### src/hw/rtl/dtw_pkg.sv
// distance taper weighting: shared widths, mode codes, register indexes
// and the side-band record that travels down the pipeline
// no dependencies
package dtw_pkg;

  localparam int VALUE_W = 16;
  localparam int DIST_W = 16;
  localparam int LEN_W = 16;
  localparam int FRAC = 16;
  localparam int Q_W = LEN_W + 1;
  localparam int T_W = 21;
  localparam int RECIP_SH = 36;
  localparam int W_W = FRAC + 1;
  localparam int P_W = 22;
  localparam int S_W = 30;
  localparam int CMP_W = (DIST_W > Q_W) ? DIST_W : Q_W;
  localparam int CFG_IDX_W = 2;
  localparam int CFG_DATA_W = 16;

  localparam logic [W_W-1:0] ONE_Q16 = W_W'(1 << FRAC);

  localparam logic [CFG_IDX_W-1:0] REG_SUPPORT_LENGTH = CFG_IDX_W'(0);
  localparam logic [CFG_IDX_W-1:0] REG_TAPER_MODE = CFG_IDX_W'(1);

  typedef enum logic [1:0] {
    MODE_NONE      = 2'd0,
    MODE_LINEAR    = 2'd1,
    MODE_SPHERICAL = 2'd2,
    MODE_GC        = 2'd3
  } taper_mode_t;

  typedef struct packed {
    logic signed [VALUE_W-1:0] value;
    taper_mode_t               mode;
    logic                      in_range;
  } side_t;

endpackage

### src/hw/rtl/dtw_ratio_div.sv
// pipelined restoring divider for the ratio q = distance * 2^16 / length
// one quotient bit per stage; depends on dtw_pkg
module dtw_ratio_div import dtw_pkg::*; (
  input  logic             clk,
  input  logic             rst,
  input  logic             en,
  input  logic             in_vld,
  input  side_t            in_side,
  input  logic [Q_W-1:0]   in_d,
  input  logic [LEN_W-1:0] in_len,
  output logic             out_vld,
  output side_t            out_side,
  output logic [Q_W-1:0]   out_q
);

  logic             vld  [Q_W];
  side_t            side [Q_W];
  logic [Q_W-1:0]   rem  [Q_W];
  logic [LEN_W-1:0] len  [Q_W];
  logic [Q_W-1:0]   qacc [Q_W];

  for (genvar i = 0; i < Q_W; i++) begin : g_stage
    logic             v_in;
    side_t            s_in;
    logic [Q_W-1:0]   r_in;
    logic [LEN_W-1:0] l_in;
    logic [Q_W-1:0]   q_in;
    logic             ge;
    logic [Q_W-1:0]   r_sub;

    if (i == 0) begin : g_first
      assign v_in = in_vld;
      assign s_in = in_side;
      assign r_in = in_d;
      assign l_in = in_len;
      assign q_in = '0;
    end else begin : g_next
      assign v_in = vld[i-1];
      assign s_in = side[i-1];
      assign r_in = rem[i-1];
      assign l_in = len[i-1];
      assign q_in = qacc[i-1];
    end

    // for in-range distances the partial remainder stays below twice the length
    assign ge = r_in >= {1'b0, l_in};
    assign r_sub = ge ? r_in - {1'b0, l_in} : r_in;

    always_ff @(posedge clk) begin
      if (rst) begin
        vld[i] <= 1'b0;
      end else if (en) begin
        vld[i] <= v_in;
      end
    end

    always_ff @(posedge clk) begin
      if (en) begin
        side[i] <= s_in;
        len[i]  <= l_in;
        rem[i]  <= {r_sub[LEN_W-1:0], 1'b0};
        qacc[i] <= {q_in[Q_W-2:0], ge};
      end
    end
  end

  assign out_vld  = vld[Q_W-1];
  assign out_side = side[Q_W-1];
  assign out_q    = qacc[Q_W-1];

endmodule

### config.mk
export PLATFORM = sky130hd
export DESIGN_NAME = dtw_ratio_div
export DESIGN_NICKNAME = d
export VERILOG_FILES = /design/src/hw/rtl/dtw_pkg.sv /design/src/hw/rtl/dtw_ratio_div.sv
export SDC_FILE = /design/constraint.sdc
export NUM_CORES = 1
export LEC_CHECK = 0
export BUFFER_PORTS_ARGS = -buffer_cell sky130_fd_sc_hd__buf_2
export CAP_MARGIN = 20
export CORE_UTILIZATION = 50
export DETAILED_ROUTE_END_ITERATION = 10
export HOLD_SLACK_MARGIN = 0.06
export PLACE_DENSITY = 0.64
export SYNTH_ARGS = -nofsm -noshare
export SYNTH_HDL_FRONTEND = slang
export SYNTH_SLANG_ARGS = --single-unit
### constraint.sdc
create_clock -name clk -period 6.5 [get_ports clk]
set_input_delay 1.3 -clock clk [delete_from_list [all_inputs] [get_ports clk]]
set_output_delay 1.3 -clock clk [all_outputs]
set_load 0.005 [all_outputs]
==> results.py <==
metrics = {
    "outcome": {
        "outcome": "finished, final reports clean",
    },
    "clock_network": {
        "postCtsSetupBuffers": 0,
        "cts_resized": 0,
        "hold_buffers": 0,
        "cts_tree": "built",
        "clk_latency_ps": 700,
        "cts_buffer_depth": 3,
        "clkTransAtPathRegs_ps": 60,
        "cts.sinks": 1005,
        "cts.htree.levels": 3,
        "cts_made_buffers": 105,
        "cts_root_buf": "clkbuf_16",
    },
    "power": {
        "ir_drop_uv": 257.8,
        "leakage_nw": 20.14,
        "pwr_density_cell_nw_per_um2": 453.1,
    },
    "synth": {
        "yosys.area.top_type": "edfxtp_1",
        "seq_area_frac_synth": 0.6588,
        "yosys_warnings": 0,
        "ys_types": 70,
        "synthTopCellsByCount": "edfxtp_1 (1005), inv_1 (352), ha_1 (271)",
        "syn_area_per_cell_sq_um": 13.58,
        "synthArstFlopShare": 0,
        "synthCells": 3372,
        "synthFlopType": "edfxtp_1",
        "synth_top_area_share": 0.6588,
        "synth_most_common_cell": "edfxtp_1",
        "yosys-top-cells-area": "edfxtp_1 (66%), ha_1 (7.4%), inv_1 (2.9%)",
        "syn_area_sq_um": 45810,
        "synth_nets": 3715,
        "synth_edf_count": 1005,
        "ys_ff_latch": 1005,
    },
    "floorplan": {
        "start_util": 0.5066,
        "fp.dieArea_sq_um": 92830,
        "io_pins": 93,
        "core_region_area_sq_um": 90420,
        "die_h_um": 304.7,
        "die_w_um": 304.7,
        "rows": 110,
    },
    "setup_path": {
        "arrival_ps": 4330,
        "cp-start-kind": "flop",
        "rrSetupSlack_ps": 2600,
        "required_ps": 6920,
        "crit_chain": "ha_1, and4_1, a21boi_1, o311a_1, a311oi_1, o21ai_1, a31o_1, a211oi_4, mux2_2",
        "cp.buffers_inverters": 0,
        "end_kind": "flop",
        "path_max_fanout": 17,
        "max_stage_delay_ps": 840,
        "critPathTopFamily": "compound AO/OA/AOI/OAI gates",
        "path_class": "flop to flop",
        "cp_slowest_cell": "a211oi_4",
    },
    "placed_design": {
        "dp_hpwl_um": 50870,
        "place.port_buffers": 92,
        "dp_slack_ps": 2207,
        "finalWeightedCongestion": 0.8835,
    },
    "timing": {
        "final_max_slew_viol_count": 0,
        "fin_worst_skew_ps": 62.49,
        "tns_ps": 0,
        "post-route-min-period_ps": 3903,
        "max_slew_margin": 0.2926,
        "layout_setup_ws_ps": 2597,
        "min_period_over_period": 0.6005,
        "hold_viol_final": 0,
        "setup_viol": 0,
        "worst_slew_pin_slew_ps": 1061,
        "clock.fmax_mhz": 256.2,
        "rsz0062_at_grt": "false",
    },
    "cells_and_area": {
        "drive_above_1_share": 0.1041,
        "areaGrowthSynthToFinish_pct": 12.33,
        "utilization": 0.5690,
        "nFillCells": 7295,
        "fin_nets": 3894,
        "num_antenna_cells": 0,
    },
    "job": {
        "cap_violations": 0,
    },
    "global_routing": {
        "grt_remaining_overflow": 0,
        "grt_pass1_vias": 24790,
        "grt_max_degree": 173,
        "antenna_found_initial": 0,
        "track_usage": 0.1619,
        "grt_pass1_wl_um": 123000,
    },
    "drt": {
        "avgRoutedWirePerCell_um": 15.41,
        "drc_errors": 0,
        "drt_iter0_markers": 1623,
        "vias": 25410,
        "routed_wl_um": 74250,
        "ant_nets": 0,
        "viasPerCell": 5.276,
        "dr.pass1.iters": 6,
    },
    "min_path": {
        "timing.hold.worst.class": "flop to flop",
    },
}
==> power breakdown <==
part           internal [W]  switching (W)
Clock               0.00360        0.00249
Sequential          0.00889       0.000589
Combinational       0.00342        0.00431
==> final timing paths <==
check | startpoint | endpoint | depth (start not counted)
worst max register to register | rem[0][20] | rem[0][38] | 9
worst min register to register | qacc[0][144] | qacc[0][162] | 0
worst min-delay path | qacc[0][144] | qacc[0][162] | 0
worst max-delay path | rem[0][20] | rem[0][38] | 9
==> worst register-to-register path: stages (launching register included) <==
cell and delay, ps:
edfxtp_1 400, ha_1 380, and4_1 260, a21boi_1 170, o311a_1 430, a311oi_1 360, o21ai_1 130, a31o_1 260
a211oi_4 840, mux2_2 430
==> cell usage in the layout, fill, tap and decap left out, types with 72 or more instances in the layout <==
master / instances
a21o_1: 72
a21oi_1: 181
buf_2: 91
clkbuf_16: 105
edfxtp_1: 1005
ha_1: 271
inv_1: 352
nand2_1: 222
nor2_1: 161
o21ai_0: 225
xnor2_1: 92
xor2_1: 88
==> cell families after synthesis <==
family,after synthesis,share of synthesized area
flip-flops,1005,0.6588
AO/OA/AOI/OAI,734,0.1001
AND/OR/NAND/NOR,692,0.07309
buffers and inverters,394,0.03250
adder cells (fa/ha/maj),287,0.08101
XOR/XNOR,180,0.03442
multiplexers,80,0.02010
==> registers in the layout (all words and copies together), names as in the netlist <==
register / cells
side: 323
len: 256
rem: 256
qacc: 153
vld: 17
==> metal layers <==
metal | track usage | wire length, um
met2 | 0.2745 | 35970
met4 | 0.06319 | 2515
met1 | 0.2067 | 33060
met5 | 0 | 0
met3 | 0.02865 | 2702
==> stage by stage <==
stage          std cells  hold slack (ps)  total power [W]  instance area, sq um
6_report            4817            398.9          0.02331                 51450
5_1_grt             4817            413.2          0.02488                 51450
4_1_cts             4814            388.7          0.02348                 51410
3_5_place_dp        4617            404.5          0.01725                 47820
3_3_place_gp        4617            400.0          0.01712                 47820
2_1_floorplan       3372            400.3          0.01541                 45810
==> layout make-up <==
| type | count | area, sq um | area share |
|---|---|---|---|
| tap | 1176 | 1471 | 0.02860 |
| sequential | 1005 | 30180 | 0.5865 |
| multi-input combinational | 1973 | 14170 | 0.2755 |
| inverter | 352 | 1321 | 0.02568 |
| clock buffer | 131 | 2725 | 0.05296 |
| clock inverter | 66 | 863.3 | 0.01678 |
| timing repair buffer | 114 | 720.7 | 0.01401 |
Power figures use the tool's default switching activity.
