$ cat config.mk
export PLATFORM = sky130hd
export DESIGN_NAME = dtw_recip_div
export DESIGN_NICKNAME = d
export VERILOG_FILES = /design/src/hw/rtl/dtw_pkg.sv /design/src/hw/rtl/dtw_recip_div.sv
export SDC_FILE = /design/constraint.sdc
export NUM_CORES = 2
export LEC_CHECK = 0
export BUFFER_PORTS_ARGS = -buffer_cell sky130_fd_sc_hd__clkbuf_2
export CORE_MARGIN = 2
export CORE_UTILIZATION = 45
export CTS_CLUSTER_SIZE = 10
export DETAILED_ROUTE_END_ITERATION = 10
export GPL_TIMING_DRIVEN = 0
export PLACE_DENSITY = 0.68
export SETUP_SLACK_MARGIN = 0.1
export SLEW_MARGIN = 20
export SYNTH_ARGS = -nofsm -noshare
export SYNTH_HDL_FRONTEND = slang
export SYNTH_SLANG_ARGS = --single-unit
$ cat constraint.sdc
create_clock -name clk -period 9.9 [get_ports clk]
set_clock_uncertainty 0.2 [all_clocks]
set_input_delay 0.495 -clock clk [delete_from_list [all_inputs] [get_ports clk]]
set_output_delay 0.495 -clock clk [all_outputs]
set_load 0.05 [all_outputs]
$ cat src/hw/rtl/dtw_pkg.sv
// distance taper weighting: shared widths, mode codes, register indexes
// and the side-band record that travels down the pipeline
// no dependencies
package dtw_pkg;

  localparam int VALUE_W = 16;
  localparam int DIST_W = 16;
  localparam int LEN_W = 16;
  localparam int FRAC = 16;
  localparam int Q_W = LEN_W + 1;
  localparam int T_W = 21;
  localparam int RECIP_SH = 36;
  localparam int W_W = FRAC + 1;
  localparam int P_W = 22;
  localparam int S_W = 30;
  localparam int CMP_W = (DIST_W > Q_W) ? DIST_W : Q_W;
  localparam int CFG_IDX_W = 2;
  localparam int CFG_DATA_W = 16;

  localparam logic [W_W-1:0] ONE_Q16 = W_W'(1 << FRAC);

  localparam logic [CFG_IDX_W-1:0] REG_SUPPORT_LENGTH = CFG_IDX_W'(0);
  localparam logic [CFG_IDX_W-1:0] REG_TAPER_MODE = CFG_IDX_W'(1);

  typedef enum logic [1:0] {
    MODE_NONE      = 2'd0,
    MODE_LINEAR    = 2'd1,
    MODE_SPHERICAL = 2'd2,
    MODE_GC        = 2'd3
  } taper_mode_t;

  typedef struct packed {
    logic signed [VALUE_W-1:0] value;
    taper_mode_t               mode;
    logic                      in_range;
  } side_t;

endpackage

$ cat src/hw/rtl/dtw_recip_div.sv
// pipelined restoring divider for t = round(16 * 2^32 / q), the 16/r term
// one quotient bit per stage, q passed along; depends on dtw_pkg
module dtw_recip_div import dtw_pkg::*; (
  input  logic           clk,
  input  logic           rst,
  input  logic           en,
  input  logic           in_vld,
  input  side_t          in_side,
  input  logic [Q_W-1:0] in_q,
  output logic           out_vld,
  output side_t          out_side,
  output logic [Q_W-1:0] out_q,
  output logic [T_W-1:0] out_t
);

  localparam logic [Q_W-1:0] REM_INIT = Q_W'(1 << (RECIP_SH - T_W));

  logic           vld  [T_W];
  side_t          side [T_W];
  logic [Q_W-1:0] rem  [T_W];
  logic [Q_W-1:0] qv   [T_W];
  logic [T_W-1:0] tacc [T_W];

  for (genvar i = 0; i < T_W; i++) begin : g_stage
    localparam int B = T_W - 1 - i;
    logic           v_in;
    side_t          s_in;
    logic [Q_W-1:0] r_in;
    logic [Q_W-1:0] q_in;
    logic [T_W-1:0] t_in;
    logic           nbit;
    logic [Q_W:0]   r_sh;
    logic           ge;
    logic [Q_W:0]   r_sub;

    if (i == 0) begin : g_first
      assign v_in = in_vld;
      assign s_in = in_side;
      assign r_in = REM_INIT;
      assign q_in = in_q;
      assign t_in = '0;
    end else begin : g_next
      assign v_in = vld[i-1];
      assign s_in = side[i-1];
      assign r_in = rem[i-1];
      assign q_in = qv[i-1];
      assign t_in = tacc[i-1];
    end

    // numerator bit: the rounding half q/2 sits in the low bits
    if (B + 1 < Q_W) begin : g_nbit
      assign nbit = q_in[B+1];
    end else begin : g_zero
      assign nbit = 1'b0;
    end

    assign r_sh  = {r_in, nbit};
    assign ge    = r_sh >= {1'b0, q_in};
    assign r_sub = ge ? r_sh - {1'b0, q_in} : r_sh;

    always_ff @(posedge clk) begin
      if (rst) begin
        vld[i] <= 1'b0;
      end else if (en) begin
        vld[i] <= v_in;
      end
    end

    always_ff @(posedge clk) begin
      if (en) begin
        side[i] <= s_in;
        qv[i]   <= q_in;
        rem[i]  <= r_sub[Q_W-1:0];
        tacc[i] <= {t_in[T_W-2:0], ge};
      end
    end
  end

  assign out_vld  = vld[T_W-1];
  assign out_side = side[T_W-1];
  assign out_q    = qv[T_W-1];
  assign out_t    = tacc[T_W-1];

endmodule

==> results.md <==
- Avg Inst Size Synth: 13.8 um2
- FP Rows: 134
- Number of synthesized flops with an enable pin: 1,348
- I/O Pins: 98
- First-pass DRT Iterations: 7
- Ys async rst share: 0
- Clock Latency Late Sink: 0.80 ns
- Critical path launch point type: flop
- Post-Syn Nets: 4,770
- H-tree depth reported by CTS: 4
- RSZ-0062 raised after global routing: false
- Die area: 137,000 um2
- Worst Tran Pin Value: 1.19 ns
- Clock transition at path regs: 0.05 ns
- DRT iter0 DRCs: 2,260
- Max-slew violation count: 0
- Hold/Removal Path Class: primary input to flop
- Min Hold Slack: 0.0897 ns
- Synth top area cells: edfxtp_1, ha_1, o21ai_0
- Layout cells sized above 1: 0.0923
- Core area: 133,000 um2
- WL final: 108,000 um
- GR met2 Demand/Resource: 0.269
- Max FO, Critical Path: 10
- Final hold vios: 0
- Vias in the first global route: 34,013
- Top FF cell, synth: edfxtp_1
- Largest net degree at the start of global routing: 105
- VDD IR-drop max: 0.173 mV
- Longest Clk Path Bufs: 3
- Synth Register Bits: 1,348
- Place WS: 5.33 ns
- Tcrit/Tclk final: 0.471
- PwrDens: 297 nW/um2
- Flop pwr share: 0.408
- FF+latch area: 40,500 um2
- Busiest layer in global routing: met2
- Die height: 370 um
- Initial Util: 0.453
- Post-DP HPWL: 76,400 um
- Area Overhead vs Synth: 13.2%
- GR Overflow Total: 0
- Met3 Resource Use GR: 0.0285
- Count of different cell masters after synthesis: 81
- DR WL/cell: 16.7 um
- Clk pwr share: 0.251
- Synthesized area: 60,400 um2
- Nets: 5,079
- Initial antenna violation count: 0
- Outcome: finished clean
- Clk root buf: clkbuf_16
- Worst setup path category: flop to flop
- Met1 Use GR: 0.201
- R2R setup slack: 5.24 ns
- Total GRT Usage: 0.159
- TritonCTS buffer count: 157
- Fmax: 214 MHz
- Max transition margin: 0.186
- Final ANT Viol Nets: 0
- Cell count after synthesis: 4,369
- Synth area leader: edfxtp_1
- Top cell type's share of synthesized area: 0.670
- Final setup margin: 5.24 ns
- Via Count: 34,171
- Seq/Total Area, Yosys: 0.670
- Drt drc: 0
- CP endpoint kind: flop
- Combinational group share of total power: 0.341
- Fillers: 11,095
- Placed insts: 6,249
- Fin cells: 6,492
- Total clock sinks: 1,348
- Port bufs: 97
- Switching Power: 0.00667 W
- Placer congestion estimate: 0.906
- Worst Path Arrival: 4.96 ns
- First-pass GRT wire length: 175,000 um
- Commonest non-fill, non-tap cell in the layout: edfxtp_1
- Most frequent cells in the layout: edfxtp_1, inv_1, ha_1
- # resized after CTS: 0
- CTS tree: built
- Leakage: 26.2 nW
- Worst EP required: 10.20 ns
- Final setup violation count: 0
- Fin crit period: 4.66 ns
- Area of the multi-input gates: 18,100 um2
- Syn. warnings: 0
- Max-Cap Viols: 0
- Setup TNS: 0 ns
- Design Power: 0.0203 W
- Int Pwr: 0.0136 W
- Chip Width: 370 um
- Sw Ratio: 0.328
- Via density per instance: 5.26
[worst max-delay path, stage by stage (launching register included)]
cell and delay (ns):
edfxtp_1 0.40, inv_1 0.18, ha_1 0.19, inv_1 0.05
fa_1 0.43, a211oi_1 0.38, o21ai_0 0.18, a21oi_1 0.44
o31ai_1 0.29, a2111oi_2 0.89, clkbuf_1 0.53, o21ai_0 0.22
[flip-flops by register name, indices dropped and copies added (netlist names)]
register  count
vld          21
tacc        231
side        399
rem         340
qv          357
[path summary, 6_finish.rpt]
kind,from,endpoint,cells past startpoint
max,qv[1][92]$_DFFE_PP_,rem[3][47]$_DFFE_PP_,11
min,en,side[0][14]$_DFFE_PP_,1
max reg2reg,qv[1][92]$_DFFE_PP_,rem[3][47]$_DFFE_PP_,11
min reg2reg,tacc[2][27]$_DFFE_PP_,tacc[2][49]$_DFFE_PP_,0
[synth_stat cells, drive strengths merged, types with 13 or more instances]
| library cell | count |
|---|---|
| a2111oi | 16 |
| a211oi | 37 |
| a21o | 84 |
| a21oi | 258 |
| a31oi | 29 |
| and2 | 25 |
| and3 | 20 |
| clkbuf | 61 |
| edfxtp | 1348 |
| fa | 19 |
| ha | 342 |
| inv | 413 |
| mux2 | 104 |
| nand2 | 308 |
| nand2b | 53 |
| nand3 | 41 |
| nand4 | 39 |
| nor2 | 213 |
| nor2b | 37 |
| nor3 | 37 |
| o21a | 38 |
| o21ai | 325 |
| o21bai | 35 |
| o31a | 15 |
| o31ai | 32 |
| o41ai | 13 |
| xnor2 | 135 |
| xor2 | 118 |
[power groups by stage]
stage	Clock (W)	Sequential (W)	Combinational, W
after floorplan	0	0.00823	0.00515
after global placement	0	0.00868	0.00665
after detailed placement	0	0.00842	0.00681
after CTS	0.00528	0.00831	0.00687
after global routing	0.00550	0.00840	0.00773
final	0.00510	0.00830	0.00692
[layer usage]
layer | share of wire | up-vias | routed length (um)
met5 | 0 | - | 0
met4 | 0.034 | 0 | 3680
met3 | 0.044 | 237 | 4790
met2 | 0.49 | 771 | 53000
met1 | 0.43 | 16357 | 46700
li1 | - | 16806 | -
[logic make-up after synthesis]
kind of cell / share of synthesized area
compound gates: 0.0988
xor+xnor: 0.0367
fa+ha+maj: 0.0771
buf+inv: 0.0304
flops: 0.670
mux: 0.0214
simple gates: 0.0658
[repair_timing]
item	in CTS	in global routing
hold buffers	38	0
endpoints found under the hold margin	55	0
setup buffers	0	0
[cell type report]
cell class                 count  share of cell area
sequential                  1348               0.592
multi-input combinational   2537               0.265
clock buffer                 178              0.0589
tap                         1768              0.0323
inverter                     413              0.0227
timing repair buffer         150              0.0188
clock inverter                26             0.00644
buffer                        71             0.00419
antenna                        1           0.0000366
[per-stage QoR]
step,area [um2],utilization
2_1_floorplan,60400,-
3_3_place_gp,63100,0.474
3_5_place_dp,63600,0.477
4_1_cts,68400,0.513
5_1_grt,68400,0.513
6_report,68400,0.513
Note: power is estimated with default switching activity, not from simulation.
