### config.mk
export PLATFORM = sky130hd
export DESIGN_NAME = dtw_weight
export DESIGN_NICKNAME = d
export VERILOG_FILES = /design/src/hw/rtl/dtw_pkg.sv /design/src/hw/rtl/dtw_weight.sv
export SDC_FILE = /design/constraint.sdc
export NUM_CORES = 2
export LEC_CHECK = 0
export ABC_CLOCK_PERIOD_IN_PS = 16200
export BUFFER_PORTS_ARGS = -buffer_cell sky130_fd_sc_hd__buf_2
export CORE_AREA = 10 10 400 402
export CTS_CLUSTER_SIZE = 20
export DETAILED_ROUTE_END_ITERATION = 6
export DIE_AREA = 0 0 410 412
export GPL_ROUTABILITY_DRIVEN = 0
export GPL_TIMING_DRIVEN = 0
export PLACE_DENSITY = 0.78
export SYNTH_ARGS = -nofsm -noshare
export SYNTH_HDL_FRONTEND = slang
export SYNTH_SLANG_ARGS = --single-unit
### constraint.sdc
create_clock -name clk -period 16.2 [get_ports clk]
set_input_delay 3.24 -clock clk [delete_from_list [all_inputs] [get_ports clk]]
set_output_delay 3.24 -clock clk [all_outputs]
set_load 0.005 [all_outputs]
### src/hw/rtl/dtw_pkg.sv
// distance taper weighting: shared widths, mode codes, register indexes
// and the side-band record that travels down the pipeline
// no dependencies
package dtw_pkg;

  localparam int VALUE_W = 16;
  localparam int DIST_W = 16;
  localparam int LEN_W = 16;
  localparam int FRAC = 16;
  localparam int Q_W = LEN_W + 1;
  localparam int T_W = 21;
  localparam int RECIP_SH = 36;
  localparam int W_W = FRAC + 1;
  localparam int P_W = 22;
  localparam int S_W = 30;
  localparam int CMP_W = (DIST_W > Q_W) ? DIST_W : Q_W;
  localparam int CFG_IDX_W = 2;
  localparam int CFG_DATA_W = 16;

  localparam logic [W_W-1:0] ONE_Q16 = W_W'(1 << FRAC);

  localparam logic [CFG_IDX_W-1:0] REG_SUPPORT_LENGTH = CFG_IDX_W'(0);
  localparam logic [CFG_IDX_W-1:0] REG_TAPER_MODE = CFG_IDX_W'(1);

  typedef enum logic [1:0] {
    MODE_NONE      = 2'd0,
    MODE_LINEAR    = 2'd1,
    MODE_SPHERICAL = 2'd2,
    MODE_GC        = 2'd3
  } taper_mode_t;

  typedef struct packed {
    logic signed [VALUE_W-1:0] value;
    taper_mode_t               mode;
    logic                      in_range;
  } side_t;

endpackage

### src/hw/rtl/dtw_weight.sv
// taper weight from the ratio: powers, polynomial sums, divide by 24, select
// seven register stages; depends on dtw_pkg
module dtw_weight import dtw_pkg::*; (
  input  logic           clk,
  input  logic           rst,
  input  logic           en,
  input  logic           in_vld,
  input  side_t          in_side,
  input  logic [Q_W-1:0] in_q,
  input  logic [T_W-1:0] in_t,
  output logic           out_vld,
  output side_t          out_side,
  output logic [W_W-1:0] out_w
);

  localparam int X_W = 18;
  localparam int K_W = 20;
  localparam logic [K_W-1:0] RECIP3 = K_W'(349525);
  localparam logic signed [S_W-1:0] GC_LO_K = S_W'(24 * 65536);
  localparam logic signed [S_W-1:0] GC_HI_K = S_W'(96 * 65536);
  localparam logic signed [S_W-1:0] SPH_K = S_W'(2 * 65536);
  localparam logic signed [S_W-1:0] GC_RND = S_W'(12);
  localparam logic signed [S_W-1:0] GC_SAT = S_W'(24 * 65537);
  localparam logic signed [S_W-1:0] ONE_S = S_W'(65536);

  function automatic logic [P_W-1:0] mul_q16(input logic [P_W-1:0] a,
                                             input logic [Q_W-1:0] b);
    logic [P_W+Q_W-1:0] pr;
    pr = a * b + (P_W+Q_W)'(32768);
    return pr[FRAC +: P_W];
  endfunction

  // power stages
  logic           p_vld  [4];
  side_t          p_side [4];
  logic [Q_W-1:0] p_q    [4];
  logic [T_W-1:0] p_t    [4];
  logic [P_W-1:0] p_pow  [4];
  logic [P_W-1:0] p2, p3, p4;

  for (genvar i = 0; i < 4; i++) begin : g_pow
    logic           v_in;
    side_t          s_in;
    logic [Q_W-1:0] q_in;
    logic [T_W-1:0] t_in;
    logic [P_W-1:0] a_in;

    if (i == 0) begin : g_first
      assign v_in = in_vld;
      assign s_in = in_side;
      assign q_in = in_q;
      assign t_in = in_t;
      assign a_in = P_W'(in_q);
    end else begin : g_next
      assign v_in = p_vld[i-1];
      assign s_in = p_side[i-1];
      assign q_in = p_q[i-1];
      assign t_in = p_t[i-1];
      assign a_in = p_pow[i-1];
    end

    always_ff @(posedge clk) begin
      if (rst) begin
        p_vld[i] <= 1'b0;
      end else if (en) begin
        p_vld[i] <= v_in;
      end
    end

    always_ff @(posedge clk) begin
      if (en) begin
        p_side[i] <= s_in;
        p_q[i]    <= q_in;
        p_t[i]    <= t_in;
        p_pow[i]  <= mul_q16(a_in, q_in);
      end
    end
  end

  // lower powers ride along with the last one
  always_ff @(posedge clk) begin
    if (en) begin
      p2 <= p_pow[0];
      p3 <= p2;
      p4 <= p3;
    end
  end

  // sums: after the fourth power stage the held powers line up as
  // p2 (three stages back), p3 (two back), p4 (one back) and p5 = p_pow[3]
  logic [P_W-1:0] d_p3, h_p3, h_p4;
  always_ff @(posedge clk) begin
    if (en) begin
      d_p3 <= p_pow[1];
      h_p3 <= d_p3;
      h_p4 <= p_pow[2];
    end
  end

  logic signed [S_W-1:0] e_q, e_t, e_p2, e_p3, e_p4, e_p5;
  logic signed [S_W-1:0] gc_lo, gc_hi, sph;

  // the sums below use values from matching items only
  assign e_q  = signed'(S_W'(p_q[3]));
  assign e_t  = signed'(S_W'(p_t[3]));
  assign e_p2 = signed'(S_W'(p4));
  assign e_p3 = signed'(S_W'(h_p3));
  assign e_p4 = signed'(S_W'(h_p4));
  assign e_p5 = signed'(S_W'(p_pow[3]));

  assign gc_lo = S_W'(GC_LO_K - 40 * e_p2 + 15 * e_p3 + 12 * e_p4 - 6 * e_p5);
  assign gc_hi = S_W'(GC_HI_K - 120 * e_q + 40 * e_p2 + 15 * e_p3 - 12 * e_p4
               + 2 * e_p5 - e_t);
  assign sph   = S_W'(SPH_K - 3 * e_q + e_p3);

  logic                  s1_vld;
  side_t                 s1_side;
  logic signed [S_W-1:0] s1_gc;
  logic signed [S_W-1:0] s1_sph;
  logic [W_W-1:0]        s1_lin;
  logic                  s1_lt1;

  always_ff @(posedge clk) begin
    if (rst) begin
      s1_vld <= 1'b0;
    end else if (en) begin
      s1_vld <= p_vld[3];
    end
  end

  always_ff @(posedge clk) begin
    if (en) begin
      s1_side <= p_side[3];
      s1_gc   <= p_q[3][Q_W-1] ? gc_hi : gc_lo;
      s1_sph  <= sph;
      s1_lin  <= ONE_Q16 - W_W'(p_q[3]);
      s1_lt1  <= !p_q[3][Q_W-1];
    end
  end

  // divide by 24: add the rounding half, divide by 8 and by 3 via a reciprocal, then clamp
  logic signed [S_W-1:0] gc_r;
  logic signed [S_W-1:0] sph_half;
  logic [W_W-1:0]        sph_w;
  logic [W_W-1:0]        w_other;
  logic                  sup_ok;

  assign gc_r     = s1_gc + GC_RND;
  assign sph_half = (s1_sph + S_W'(1)) >>> 1;
  assign sup_ok   = s1_side.in_range && s1_lt1;

  always_comb begin
    if (s1_sph < 0) begin
      sph_w = '0;
    end else if (sph_half > ONE_S) begin
      sph_w = ONE_Q16;
    end else begin
      sph_w = sph_half[W_W-1:0];
    end
  end

  always_comb begin
    case (s1_side.mode)
      MODE_NONE:      w_other = ONE_Q16;
      MODE_LINEAR:    w_other = sup_ok ? s1_lin : '0;
      MODE_SPHERICAL: w_other = sup_ok ? sph_w : '0;
      default:        w_other = '0;
    endcase
  end

  logic               s2_vld;
  side_t              s2_side;
  logic [X_W-1:0]     s2_x;
  logic [X_W+K_W-1:0] s2_prod;
  logic               s2_zero;
  logic               s2_sat;
  logic [W_W-1:0]     s2_other;

  always_ff @(posedge clk) begin
    if (rst) begin
      s2_vld <= 1'b0;
    end else if (en) begin
      s2_vld <= s1_vld;
    end
  end

  always_ff @(posedge clk) begin
    if (en) begin
      s2_side  <= s1_side;
      s2_x     <= gc_r[3 +: X_W];
      s2_prod  <= gc_r[3 +: X_W] * RECIP3;
      s2_zero  <= (s1_gc < 0) || !s1_side.in_range;
      s2_sat   <= gc_r >= GC_SAT;
      s2_other <= w_other;
    end
  end

  // reciprocal estimate is at most one low
  logic [X_W-1:0] approx;
  logic [X_W+1:0] rem3;
  logic [W_W-1:0] w_gc;

  assign approx = s2_prod[K_W +: X_W];
  assign rem3   = {2'b00, s2_x} - (X_W+2)'(3) * {2'b00, approx};

  always_comb begin
    if (s2_zero) begin
      w_gc = '0;
    end else if (s2_sat) begin
      w_gc = ONE_Q16;
    end else if (rem3 >= (X_W+2)'(3)) begin
      w_gc = W_W'(approx + X_W'(1));
    end else begin
      w_gc = W_W'(approx);
    end
  end

  logic           s3_vld;
  side_t          s3_side;
  logic [W_W-1:0] s3_w;

  always_ff @(posedge clk) begin
    if (rst) begin
      s3_vld <= 1'b0;
    end else if (en) begin
      s3_vld <= s2_vld;
    end
  end

  always_ff @(posedge clk) begin
    if (en) begin
      s3_side <= s2_side;
      s3_w    <= (s2_side.mode == MODE_GC) ? w_gc : s2_other;
    end
  end

  assign out_vld  = s3_vld;
  assign out_side = s3_side;
  assign out_w    = s3_w;

endmodule

==> impl_summary.md <==
Run status
The flow ran to the end, and the final reports show no timing, DRC or antenna violations.

Floorplan
From bottom edge to top edge, the die measures about 410 um. Pin placement for this block handled a little under 100 I/O pins. The core region is approximately 0.15 mm^2. The initial standard-cell utilization of the core is 54.8%. The die covers 0.169 mm^2. In this run the core area contains 143 standard-cell rows. The die width is between 400 and 500 um.

Clock tree
The H-tree generated during clock tree synthesis spans 3 levels. The clock-pin slew on the worst setup and hold paths is approximately 0.06 ns. The number of hold buffers added after CTS is 0. The clock sink count is between 600 and 700. The root buffer cell is sky130_fd_sc_hd__clkbuf_16. TritonCTS built the clock tree. The buffer depth of the longest clock path is 3.

The number of gates resized after CTS was 0. The clock insertion delay at the later pin of the skew report is 0.73 ns. The number of setup buffers added after CTS is 0.

The number of clock buffers inserted by TritonCTS is 76.

GRT
Entering global routing, the biggest net connects ~130 pins. The initial antenna violation count was 4. The overflow left after global routing is 0.

The first-pass GRT wire length is approximately 330 mm. The via count of the first global-routing pass is 62.6k. Global routing used 25.0% of the available tracks.

Placement
Including well taps, the total number of placed cells is 10.1k. Once detailed placement completed, the half-perimeter wirelength came to about 170 mm. The number of port buffers is slightly below 100.

Timing
Setup violations remaining at the end of the flow were counted as 0. The hold violation count in the final report came to 0. The worst-case clock skew is 0.0531 ns.

The worst slew margin relative to its limit is 25.4%. Adding up every negative setup slack in the final design gives 0 ns. The count of pins over their slew limit is 0. The measured slew at the worst slew-check pin is 1.12 ns. Setup repair after global routing left no endpoint under its margin. For this run, the top clock speed supported by timing is between 90 and 100 MHz. The time the worst path needs with I/O delays and setup is about 10 ns. The period utilization is approximately 62%.

Yosys
The area share of the largest cell type after synthesis is between 30% and 40%. The distinct cell type count after synthesis is 96. The most frequent cell after synthesis is sky130_fd_sc_hd__inv_1. Counting every instance in the synthesized netlist gives roughly 8k. After synthesis, the most frequently instantiated cells are 1609 x sky130_fd_sc_hd__inv_1, 1346 x sky130_fd_sc_hd__fa_1, 895 x sky130_fd_sc_hd__nand2_1, 890 x sky130_fd_sc_hd__ha_1, 640 x sky130_fd_sc_hd__edfxtp_1. Yosys printed 0 warnings. The register bit total from synthesis is around 640. The mapped netlist covers just over 0.08 mm^2. The number of enable flip-flop cells after synthesis is between 600 and 700.

Among all flip-flop cells after synthesis, the most frequent one is sky130_fd_sc_hd__edfxtp_1. The share of synthesized area occupied by flip-flops and latches is between 20% and 30%. When the netlist entered floorplanning its net count stood at around 10k.

The mean instance size in the synthesized netlist is 10.4 um^2. By area the synthesized netlist is led by sky130_fd_sc_hd__fa_1 32%, sky130_fd_sc_hd__edfxtp_1 23%, sky130_fd_sc_hd__ha_1 13%, sky130_fd_sc_hd__inv_1 7.3%, sky130_fd_sc_hd__nand2_1 4.0%. Counting flops with an async set or reset pin after synthesis yields a share of 0%.

The cell type contributing the most total cell area after synthesis is sky130_fd_sc_hd__fa_1.

Critical path
STA classifies the critical path endpoint as a register. The signal on the critical path passes through buf_2, clkbuf_1, nand2_1, fa_1, inv_1, fa_1, inv_1, fa_1, fa_1, fa_1, inv_1, fa_1, ha_1, nand2_1, o21ai_0, a2111oi_0, a21oi_1, a311oi_1, a211oi_1, o2111ai_1, a21oi_1, nor3_1, xnor2_1. Data on the critical path is required at its endpoint by ~17 ns. The cell with the most instances on the worst path is sky130_fd_sc_hd__fa_1. In this design, the stage delay of the slowest critical-path cell is between 0.6 and 0.7 ns. On the critical path the largest part of the delay comes from adder cells.

The setup path with the least slack is of type in -> reg. The slowest stage of the critical path is the sky130_fd_sc_hd__a311oi_1 cell. The element type at the critical path start is an input pin. The biggest fanout along the worst timing path is 10. The data arrival time of the worst path is between 10 and 15 ns.

The critical path contains buffers and inverters numbering 5 combined.

Final layout
The area growth from synthesis to layout is 7.04%. The fraction of final layout cells sized beyond drive strength 1 is under 10%. Excluding fillers, the count of instances in the completed layout stands at 10.3k. Counting the fill cells in the layout gives ~12k.

The number of nets in the finished design is 10.5k.

Drt
After the first detailed-routing iteration, the DRC count stood at 4608. Summed over all layers, the routed wires come to 209 mm. In this run the remaining antenna-violating nets after routing total 0. In the final routed layout, each cell accounts on average for just over 20 um. The average vias per placed instance is 5.64. The routed layout has approximately 58k vias. For this run, design rule violations remaining after detail routing come to 0. The first detailed-routing pass ran for 7 iterations.

Worst hold path
The path type of the worst min-delay path is reg -> reg.

Flow run
The number of maximum-capacitance violations is 0.
==> layer usage <==
layer	global-route usage (%)	vias up	wire [um]
li1	-	25819	-
met1	29.8	28753	77300
met2	42.2	2606	99600
met3	5.64	715	18200
met4	13.6	4	13500
met5	0	-	48
==> stage by stage <==
| step | setup slack [ns] | utilization (%) | area (um^2) | hold slack, ns |
|---|---|---|---|---|
| final | 6.14 | 58.7 | 88900 | 0.399 |
| after global routing | 5.84 | 58.7 | 88900 | 0.403 |
| after CTS | 6.27 | 58.7 | 88900 | 0.394 |
| after detailed placement | 5.58 | 56.9 | 86300 | 0.405 |
| after global placement | 1.63 | 56.8 | 86100 | 0.400 |
| after floorplan | 6.94 | - | 83100 | 0.400 |
==> cell usage in the layout (no fill, tap or decap), types with 36 or more instances in the layout <==
| cell | Yosys | final |
|---|---|---|
| sky130_fd_sc_hd__inv_1 | 1609 | 1609 |
| sky130_fd_sc_hd__clkbuf_1 | 207 | 212 |
| sky130_fd_sc_hd__and2_1 | 503 | 503 |
| sky130_fd_sc_hd__ha_1 | 890 | 890 |
| sky130_fd_sc_hd__buf_2 | 5 | 101 |
| sky130_fd_sc_hd__xnor2_1 | 242 | 242 |
| sky130_fd_sc_hd__and3_1 | 54 | 54 |
| sky130_fd_sc_hd__o21ai_0 | 138 | 138 |
| sky130_fd_sc_hd__a21o_1 | 111 | 111 |
| sky130_fd_sc_hd__nand2b_1 | 44 | 44 |
| sky130_fd_sc_hd__o21a_1 | 50 | 50 |
| sky130_fd_sc_hd__edfxtp_1 | 640 | 640 |
| sky130_fd_sc_hd__clkbuf_16 | 0 | 76 |
| sky130_fd_sc_hd__a21oi_1 | 220 | 220 |
| sky130_fd_sc_hd__xor2_1 | 117 | 117 |
| sky130_fd_sc_hd__nand2_1 | 895 | 895 |
| sky130_fd_sc_hd__nand3_1 | 99 | 99 |
| sky130_fd_sc_hd__fa_1 | 1346 | 1346 |
| sky130_fd_sc_hd__nand4_1 | 37 | 37 |
| sky130_fd_sc_hd__nor2b_1 | 36 | 36 |
| sky130_fd_sc_hd__nor3_1 | 85 | 85 |
| sky130_fd_sc_hd__nor2_1 | 224 | 224 |
==> cell type report <==
type	count	area, um^2	share of cell area [%]
clock buffers	81	1920	2.16
flip-flops and latches	643	19300	21.7
inverters	1609	6040	6.79
well taps	2030	2540	2.86
multi-input cells	5518	57000	64.0
plain buffers	216	817	0.919
repair buffers	102	633	0.712
clock inverters	56	734	0.826
diodes	8	20.0	0.0225
==> kinds of logic after synthesis <==
kind of cell | Yosys count | synth area share [%]
mux | 17 | 0.215
compound gates | 832 | 6.63
flops | 643 | 23.2
buf+inv | 1825 | 8.25
fa+ha+maj | 2236 | 45.8
xor+xnor | 359 | 3.78
simple gates | 2074 | 12.1
==> worst paths after layout <==
kind	from	to	slack (ns)	cells past startpoint
worst max register to register	p_q[3][0]	s1_gc[28]	7.00	30
worst max-delay path	in_q[2]	p_pow[0][17]	6.14	23
worst min register to register	p2[12]	p3[12]	0.40	0
worst min-delay path	p2[12]	p3[12]	0.40	0
==> state kept, by name (all words and copies together) (netlist names), 4 cells and up <==
signal    cells
s1_sph       24
s2_side      19
h_p4         22
p_side       76
p4           19
p_vld         4
s1_side      19
p3           19
s1_gc        30
s2_x         18
s1_lin       17
d_p3         22
p_t          84
p_q          68
p_pow        85
s2_other     17
p2           19
out_w        17
h_p3         22
out_side     19
s2_prod      17
Power is left out: the tool's default activity adds up to more than one toggle a clock period on the data nets, which glitch-free logic cannot reach.
